**src/rtl/tppd_pkg.sv**
```systemverilog
`timescale 1ns / 1ps
`default_nettype none

package tppd_pkg;

   localparam int WINDOW_LEN = 21;
   localparam int CNT_W      = $clog2(WINDOW_LEN);
   localparam int FILL_W     = $clog2(WINDOW_LEN + 1);

   localparam logic [1:0] CSR_THRESHOLD = 2'd0;
   localparam logic [1:0] CSR_COOLDOWN  = 2'd1;

   localparam logic [15:0] THRESHOLD_RESET = 16'd16393;
   localparam logic [31:0] COOLDOWN_RESET  = 32'd150000;

   // one three-axis sample as held in a window cell
   typedef struct packed {
      logic signed [15:0] z;
      logic signed [15:0] y;
      logic signed [15:0] x;
   } sample_type;

   typedef struct packed {
      logic [15:0] z;
      logic [15:0] y;
      logic [15:0] x;
   } span_type;

   // sequencing from the top level to the min/max tracker
   typedef struct packed {
      logic step;    // sample at the chain tail is valid this cycle
      logic first;   // first sample of a scan
      logic finish;  // form the spans from the running extremes
   } track_ctl_type;

endpackage

`default_nettype wire

```
**src/rtl/tppd_cell.sv**
```systemverilog
`timescale 1ns / 1ps
`default_nettype none

// one window slot; takes its neighbor's sample whenever the chain moves
module tppd_cell (
   input  wire                       clock,
   input  wire                       shift_en,
   input  wire tppd_pkg::sample_type sample_in,
   output tppd_pkg::sample_type      sample_out
);

   tppd_pkg::sample_type sample_ff;

   always_ff @(posedge clock) begin
      if (shift_en) begin
         sample_ff <= sample_in;
      end
   end

   assign sample_out = sample_ff;

endmodule

`default_nettype wire

```
**src/rtl/tppd_track.sv**
```systemverilog
`timescale 1ns / 1ps
`default_nettype none

// running min/max per axis over the samples leaving the chain tail
module tppd_track (
   input  wire                          clock,
   input  wire tppd_pkg::track_ctl_type ctl,
   input  wire tppd_pkg::sample_type    sample_in,
   output tppd_pkg::span_type           span
);

   tppd_pkg::sample_type lo_ff;
   tppd_pkg::sample_type hi_ff;
   tppd_pkg::span_type   span_ff;

   always_ff @(posedge clock) begin
      if (ctl.step) begin
         if (ctl.first || sample_in.x < lo_ff.x) lo_ff.x <= sample_in.x;
         if (ctl.first || sample_in.y < lo_ff.y) lo_ff.y <= sample_in.y;
         if (ctl.first || sample_in.z < lo_ff.z) lo_ff.z <= sample_in.z;
         if (ctl.first || sample_in.x > hi_ff.x) hi_ff.x <= sample_in.x;
         if (ctl.first || sample_in.y > hi_ff.y) hi_ff.y <= sample_in.y;
         if (ctl.first || sample_in.z > hi_ff.z) hi_ff.z <= sample_in.z;
      end
      if (ctl.finish) begin
         // max >= min, so the low 16 bits of the difference are the span
         span_ff.x <= 16'(hi_ff.x - lo_ff.x);
         span_ff.y <= 16'(hi_ff.y - lo_ff.y);
         span_ff.z <= 16'(hi_ff.z - lo_ff.z);
      end
   end

   assign span = span_ff;

endmodule

`default_nettype wire

```
**src/rtl/tap_peak_to_peak_detector_core.sv**
```systemverilog
`timescale 1ns / 1ps
`default_nettype none

// Tap detector over a sliding window of the last 21 three-axis samples.
// Each accepted req beat (x, y, z, stamp) shifts into a chain of 21 cells;
// the chain then rotates once around while a min/max tracker watches its
// tail. Each sample passes shift-in, the rotation steps, a span cycle
// and a decision cycle, in which the rsp beat is loaded; the next req
// beat can be taken in the cycle after that. Most of the time spent on
// a sample goes to the rotation through the cell chain. The decision
// cycle holds while an earlier rsp beat still waits in the output
// register. A rsp beat is produced for every req beat; tap, warmed and
// spans stay 0 until 21 samples have been seen. A tap is a span strictly
// above threshold_counts on any axis, suppressed when it falls less than
// cooldown_ticks (modulo 2^32) after the last reported tap. The next req
// beat is taken as soon as the core is idle, even while the previous rsp
// beat still waits in its output register. Neither req nor CSR beats are
// taken during reset. CSR writes: index 0 threshold, index 1 cooldown,
// others ignored; write only while idle.
module tap_peak_to_peak_detector_core (
   input  wire         clock,
   input  wire         reset,
   // req_tdata: accel_x[15:0], accel_y[31:16], accel_z[47:32], stamp[79:48]
   input  wire         req_tvalid,
   output logic        req_tready,
   input  wire  [79:0] req_tdata,
   // rsp_tdata: tap[0], warmed[1], span_x[17:2], span_y[33:18],
   //            span_z[49:34], zero fill[55:50]
   output logic        rsp_tvalid,
   input  wire         rsp_tready,
   output logic [55:0] rsp_tdata,
   input  wire         csr_valid,
   output logic        csr_ready,
   input  wire  [1:0]  csr_index,
   input  wire  [31:0] csr_data
);

   localparam int N = tppd_pkg::WINDOW_LEN;

   localparam logic [1:0] ST_IDLE = 2'd0;
   localparam logic [1:0] ST_SCAN = 2'd1;
   localparam logic [1:0] ST_CALC = 2'd2;
   localparam logic [1:0] ST_DONE = 2'd3;

   logic [1:0] state_ff, state_in;
   logic [tppd_pkg::CNT_W-1:0]  count_ff, count_in;
   logic [tppd_pkg::FILL_W-1:0] fill_ff, fill_in;
   logic        warm_ff, warm_in;
   logic [31:0] stamp_ff;
   logic [31:0] last_ff;
   logic        had_ff;
   logic        cool_ff;
   logic [15:0] thr_ff;
   logic [31:0] cooldown_ff;
   logic        rsp_valid_ff;
   logic [55:0] rsp_data_ff;

   logic req_accept;
   logic shift_en;
   logic load_rsp;
   logic over;
   logic tap;

   tppd_pkg::sample_type    new_sample;
   tppd_pkg::sample_type    head_in;
   tppd_pkg::sample_type    chain [N];
   tppd_pkg::track_ctl_type ctl;
   tppd_pkg::span_type      span;
   tppd_pkg::span_type      span_out;

   assign csr_ready  = !reset;
   assign req_tready = (state_ff == ST_IDLE) && !reset;
   assign req_accept = req_tvalid && req_tready;

   assign new_sample.x = req_tdata[15:0];
   assign new_sample.y = req_tdata[31:16];
   assign new_sample.z = req_tdata[47:32];

   // shift in on acceptance, rotate tail back to head while scanning
   assign shift_en = req_accept || (state_ff == ST_SCAN);
   assign head_in  = (state_ff == ST_IDLE) ? new_sample : chain[N-1];

   genvar gi;
   generate
      for (gi = 0; gi < N; gi++) begin : g_cell
         if (gi == 0) begin : g_head
            tppd_cell u_cell (
               .clock      (clock),
               .shift_en   (shift_en),
               .sample_in  (head_in),
               .sample_out (chain[gi])
            );
         end else begin : g_body
            tppd_cell u_cell (
               .clock      (clock),
               .shift_en   (shift_en),
               .sample_in  (chain[gi-1]),
               .sample_out (chain[gi])
            );
         end
      end
   endgenerate

   assign ctl.step   = (state_ff == ST_SCAN);
   assign ctl.first  = (count_ff == '0);
   assign ctl.finish = (state_ff == ST_CALC);

   tppd_track u_track (
      .clock     (clock),
      .ctl       (ctl),
      .sample_in (chain[N-1]),
      .span      (span)
   );

   // decision on registered spans and registered cooldown check
   assign over = (span.x > thr_ff) || (span.y > thr_ff) || (span.z > thr_ff);
   assign tap  = warm_ff && over && !cool_ff;
   assign span_out = warm_ff ? span : '0;

   assign load_rsp = (state_ff == ST_DONE) && (!rsp_valid_ff || rsp_tready);

   always_comb begin
      state_in = state_ff;
      count_in = count_ff;
      fill_in  = fill_ff;
      warm_in  = warm_ff;
      unique case (state_ff)
         ST_IDLE: begin
            if (req_accept) begin
               state_in = ST_SCAN;
               count_in = '0;
               if (fill_ff < tppd_pkg::FILL_W'(N)) begin
                  fill_in = fill_ff + 1'b1;
               end
               warm_in = (fill_in == tppd_pkg::FILL_W'(N));
            end
         end
         ST_SCAN: begin
            if (count_ff == tppd_pkg::CNT_W'(N - 1)) begin
               state_in = ST_CALC;
            end else begin
               count_in = count_ff + 1'b1;
            end
         end
         ST_CALC: begin
            state_in = ST_DONE;
         end
         ST_DONE: begin
            if (load_rsp) state_in = ST_IDLE;
         end
         default: begin
            state_in = ST_IDLE;
         end
      endcase
   end

   always_ff @(posedge clock) begin
      if (reset) begin
         state_ff     <= ST_IDLE;
         count_ff     <= '0;
         fill_ff      <= '0;
         warm_ff      <= 1'b0;
         last_ff      <= '0;
         had_ff       <= 1'b0;
         thr_ff       <= tppd_pkg::THRESHOLD_RESET;
         cooldown_ff  <= tppd_pkg::COOLDOWN_RESET;
         rsp_valid_ff <= 1'b0;
      end else begin
         state_ff <= state_in;
         count_ff <= count_in;
         fill_ff  <= fill_in;
         warm_ff  <= warm_in;
         if (csr_valid) begin
            if (csr_index == tppd_pkg::CSR_THRESHOLD) thr_ff <= csr_data[15:0];
            if (csr_index == tppd_pkg::CSR_COOLDOWN)  cooldown_ff <= csr_data;
         end
         if (load_rsp && tap) begin
            last_ff <= stamp_ff;
            had_ff  <= 1'b1;
         end
         if (load_rsp) begin
            rsp_valid_ff <= 1'b1;
         end else if (rsp_tready) begin
            rsp_valid_ff <= 1'b0;
         end
      end
   end

   // payload registers
   always_ff @(posedge clock) begin
      if (req_accept) begin
         stamp_ff <= req_tdata[79:48];
      end
      if (state_ff == ST_CALC) begin
         cool_ff <= had_ff && ((stamp_ff - last_ff) < cooldown_ff);
      end
      if (load_rsp) begin
         rsp_data_ff <= {6'd0, span_out.z, span_out.y, span_out.x, warm_ff, tap};
      end
   end

   assign rsp_tvalid = rsp_valid_ff;
   assign rsp_tdata  = rsp_data_ff;

endmodule

`default_nettype wire

```
**config.mk**
```make
export PLATFORM = sky130hd
export DESIGN_NAME = tap_peak_to_peak_detector_core
export DESIGN_NICKNAME = d
export VERILOG_FILES = /design/src/rtl/tppd_pkg.sv /design/src/rtl/tppd_cell.sv /design/src/rtl/tppd_track.sv /design/src/rtl/tap_peak_to_peak_detector_core.sv
export SDC_FILE = /design/constraint.sdc
export NUM_CORES = 1
export LEC_CHECK = 0
export ABC_AREA = 1
export BUFFER_PORTS_ARGS = -buffer_cell sky130_fd_sc_hd__buf_2
export CORE_AREA = 5 5 309 311
export DETAILED_ROUTE_END_ITERATION = 16
export DIE_AREA = 0 0 314 316
export HOLD_SLACK_MARGIN = 0.08
export PLACE_DENSITY = 0.72
export SYNTH_ARGS = -nofsm -noshare
export SYNTH_HDL_FRONTEND = slang
export SYNTH_SLANG_ARGS = --single-unit
```
**constraint.sdc**
```tcl
create_clock -name clock -period 40.2 [get_ports clock]
set_input_delay 8.04 -clock clock [delete_from_list [all_inputs] [get_ports clock]]
set_output_delay 8.04 -clock clock [all_outputs]
set_load 0.01 [all_outputs]
```
Word-level counts from Yosys, hierarchy flattened. Index checks and enable logic that the tools add are counted.

Mux-type cells: 13. Equal/unequal tests: 10. Reduce and logical (&&, ||, !) cells: 36. Add/subtract/negate cells: 6. Order comparisons: 11.

Operators with widths (count): 16-bit > comparator (6); 16-bit < comparator (3); 48-bit two-way mux (1); 16-bit subtractor (3); 32-bit < comparator (1); 32-bit subtractor (1); 5-bit two-way mux (5); 2-bit AND reduction (9); 5-bit by 1-bit adder with 5-bit output (second input constant) (2); 5-bit equality test (second input constant) (2); 1-bit logical OR (10); 5-bit one-hot mux with 2 select lines (1); 2-bit one-hot mux with 4 select lines (1); 1-bit logical AND (7); 2-bit two-way mux (3); 2-bit inequality test (second input constant) (3); 3-bit AND reduction (2); 5-bit zero test (1); 5-bit < comparator (second input constant) (1); 2-bit by 1-bit equality test with 1-bit output (second input constant) (2); 2-bit equality test (second input constant) (2); 2-bit zero test (2); 2-bit nonzero test (2); 1-bit zero test (3); 2 further kinds (3).

Logic and storage cells: 161. Output and inout port bits: 59. Bits of input ports: 119. Flip-flop bits (word level): 1330.

Longest topological paths before layout.
Depth in word-level cells: 6. Gate-level depth with buffers: 22.

Hierarchy. Synthesis repeated with hierarchy kept, for this count alone.

Cell total of the unflattened synthesis: 3445. Area, all modules: 50706.1 um2.

By module, submodules not included: tppd_cell (sequential area each 1441.4 um2, times used 21, cells each 48, area an instance 1441.4 um2); tap_peak_to_peak_detector_core (sequential area each 4394.2 um2, times used 1, cells each 1499, area an instance 11224.5 um2); tppd_track (sequential area each 4324.1 um2, times used 1, cells each 938, area an instance 9212.6 um2).

Least setup slack after synthesis. OpenSTA, ideal clock, no wires.

Path type: input-to-reg. From: in reset. To: reg g_cell[0].g_head.u_cell.sample_ff (netlist bit g_cell[0].g_head.u_cell.sample_out[0]) (enable). Arrival: 24365 ps. Path slack: 8852 ps. Setup time: 6984 ps. Cell stages on the path: 3. Path through: nor2_4 nand2_4 nand2_1.

Word-level cells in the longest chain between the ends: 4.

Ends and longest elaborated chain: start, declared (RTL line tap_peak_to_peak_detector_core.sv:22) `input wire reset,`; 1-bit zero test (RTL line tap_peak_to_peak_detector_core.sv:72) `assign req_tready = (state_ff == ST_IDLE) && !reset;`; 1-bit logical AND (RTL line tap_peak_to_peak_detector_core.sv:72); 1-bit logical AND (RTL line tap_peak_to_peak_detector_core.sv:73) `assign req_accept = req_tvalid && req_tready;`; 1-bit logical OR (RTL line tap_peak_to_peak_detector_core.sv:80) `assign shift_en = req_accept || (state_ff == ST_SCAN);`; net g_cell[0].g_head.u_cell.shift_en (RTL line tppd_cell.sv:7) `input wire shift_en,`; end signal, assigned (RTL line tppd_cell.sv:16) `sample_ff <= sample_in;`; end, declared (RTL line tppd_cell.sv:12) `tppd_pkg::sample_type sample_ff;`.

The timed path passes the listed nets, and every way through them passes these cells. A chain may end at the register's enable or synchronous reset.

Final worst setup path.
From: in reset. To: out csr_ready.

Word-level cells in the longest chain between the ends: 1.

Ends and longest elaborated chain: 1-bit zero test (RTL line tap_peak_to_peak_detector_core.sv:71) `assign csr_ready = !reset;`; end, declared (RTL line tap_peak_to_peak_detector_core.sv:33) `output logic csr_ready,`.

No other way between the ends.

==> impl_metrics.csv <==
group,metric,value,unit
layout,fin_area,56900,µm²
grt,top_usage_layer,"met2",
floorplanning,core-area,92500,µm²
grt,met3_usage,0.0337,
critical_path,r2r_setup_slack,32.92,ns
clock_network,cts_tree,"yes",
grt,track_usage,0.178,
floorplanning,start_util,0.544,
sta,hold_ws,0.403,ns
yosys,netlist_area,50400,µm²
critical_path,cp_top_family,"buffers and inverters",
job,max-cap-violations,0,
pwr,total_power,4.39,mW
critical_path,worstPathCellList,"buf_2, inv_2, buf_2",
worst_hold_path,hp-start,"g_cell[2].g_body.u_cell.sample_out[1]",
route,route.vias.total,25500,
pwr,power_density,77.2,nW/µm²
sta,finalSetupViolations,0,
route,detail-route-antenna-nets,0,
yosys,ys_warn_count,0,
layout,finish.utilization,0.615,
route,avgViaCountPerCell,5.18,
sta,rsz0062_at_grt,"no",
critical_path,arrival,8.60,ns
clock_network,cts.repair.resized,0,
grt,grt_pass1_vias,24900,
sta,skew,0.0195,ns
yosys,syn-mean-instance-area,15.0,µm²
grt,antenna_found_initial,4,
yosys,yosysTopAreaCell,"edfxtp_1",
sta,fin_ws,23.56,ns
sta,fmax,60.1,MHz
route,wl_per_cell,17.8,µm
layout,drive_gt1_frac,0.113,
sta,tightest_slew,1.22,ns
layout,syn_to_final_growth,12.9,%
grt,grt_pass1_wl,137,mm
critical_path,critPathBufInv,3,
critical_path,setup.worst_path.class,"primary input to output port",
sta,fin_crit,16.64,ns
grt,grt_max_degree,225,
clock_network,htree_levels,4,
layout,num-nets-final,4012,
critical_path,r2r_start,"state_ff[0]",
critical_path,worstRegToRegCells,13,
floorplanning,die_h,316,µm
critical_path,regToRegEndpoint,"g_cell[11].g_body.u_cell.sample_out[31]",
place,port-buffer-count,171,
floorplanning,dieArea,99200,µm²
critical_path,start_kind,"primary input",
critical_path,crit_top_cell,"buf_2",
worst_hold_path,worstHoldPathCells,0,
yosys,ys_types,48,
place,post-dp-hpwl,57.0,mm
critical_path,crit_slowest_cell,"buf_2",
yosys,synth_top_area_share,0.736,
grt,grt_overflow,0,
grt,grt_util_met1,0.264,
place,dpl-instance-area,52700,µm²
run_status,outcome,"complete, no violations",
clock_network,cts_buffers,132,
critical_path,max_stage_delay,0.29,ns
grt,met2_usage,0.270,
sta,finalSetupTns,0,ns
route,drt_iter0_markers,2079,
clock_network,postCtsSetupBuffers,0,
place,placed_cells,4696,
worst_hold_path,hold_class,"register to register",
pwr,peakVddDrop,0.0000889,V
clock_network,clock-sinks,1330,
clock_network,cts.clk_slew.worst_paths,0.06,ns
floorplanning,die_x,314,µm
route,dr.pass1.iters,5,
critical_path,end_kind,"output port",
yosys,ys_top_cells_by_area,"edfxtp_1 74%, ha_1 6.4%, nand2_1 3.9%, dfxtp_1 3.8%, inv_1 3.1%",
yosys,ys.flop_type,"edfxtp_1",
sta,maxSlewHeadroom,0.189,
critical_path,cp_max_fo,12,
place,place_congestion,0.838,
worst_hold_path,min_to,"g_cell[3].g_body.u_cell.sample_out[1]",
yosys,syn_inst,3351,
floorplanning,rows,112,
critical_path,required,32.16,ns
yosys,async_flop_share,0,
route,wirelength,87.7,mm
sta,hold_viol,0,
yosys,seq_area_frac_synth,0.774,
yosys,ys_ff_latch,1330,
yosys,synth_edf_count,1235,
floorplanning,ios,178,
route,drc,0,
layout,layoutNonFillerInstCount,4927,
clock_network,clockRootBuffer,"clkbuf_16",
place,post-place-ws,23.55,ns
clock_network,cts-hold-fix-buffers,0,
clock_network,clockBufferDepth,3,
sta,slew_viol_final,0,
sta,post-route-period-util,0.414,
pwr,leakagePower,21.8,nW
clock_network,clock_latency,0.72,ns
-- registers in the layout, summed over array words and instances (netlist names), 2 cells and up --
name	count
cooldown_ff	32
count_ff	5
fill_ff	5
g_cell.g_body.u_cell.sample_out	960
g_cell.g_head.u_cell.sample_out	48
last_ff	32
rsp_tdata	50
stamp_ff	32
state_ff	2
thr_ff	16
u_track.hi_ff	48
u_track.lo_ff	48
u_track.span	48
-- cell usage in the layout, fill, tap and decap left out, drive strengths merged, types with 50 or more instances in the layout --
cell type / instances
edfxtp: 1235
nand2: 546
inv: 426
ha: 256
a21oi: 212
buf: 196
clkbuf: 169
nor2: 125
o21ai: 116
dfxtp: 95
nand4: 54
nand3: 50
-- Yosys cell counts (13+ instances only) --
library cell and count:
nand2_1 525, edfxtp_1 1235, nand2_2 20, clkbuf_1 34, nand4_1 54, inv_1 416, nand3_1 48, o21ai_0 101
nor3_1 25, xor2_1 49, a21o_1 13, ha_1 256, o211ai_1 17, a21oi_1 211, xnor2_1 24, dfxtp_1 95
nor2_1 122
-- cell families after synthesis --
group | Yosys count | share of synthesized area
compound gates | 399 | 0.0435
xor+xnor | 73 | 0.0127
fa+ha+maj | 260 | 0.0652
buf+inv | 474 | 0.0364
flops | 1330 | 0.774
other cells | 1 | 0.0000745
simple gates | 814 | 0.0680
-- worst max path at each step --
stage,end,from,slack (ns),depth (start not counted)
global route,csr_ready,reset,23.54,3
floorplan,g_cell[0].g_head.u_cell.sample_out[0],reset,8.85,3
CTS,csr_ready,reset,23.55,3
global placement,csr_ready,reset,23.55,3
finish,csr_ready,reset,23.56,3
detailed placement,csr_ready,reset,23.55,3
-- power by group --
group	switching, mW	internal (mW)	leakage (nW)
combinational	0.594	0.215	7.40
sequential	0.164	2.25	12.4
clock	0.506	0.661	2.02
total	1.26	3.13	21.8
-- area by class of cell --
| type | count | area [µm²] |
|---|---|---|
| sequential | 1330 | 39000 |
| fill | 6756 | 35600 |
| multi-input combinational | 1552 | 9580 |
| clock buffer | 169 | 3580 |
| inverter | 421 | 1580 |
| tap | 1197 | 1500 |
| timing repair buffer | 196 | 1060 |
| clock inverter | 60 | 562 |
| antenna | 2 | 5.00 |
-- layer usage --
metal,part of all wire,wire (µm)
met1,0.47,41400
met2,0.45,39300
met3,0.052,4550
met4,0.027,2380
met5,0.00015,13
Note: power is estimated with default switching activity, not from simulation.
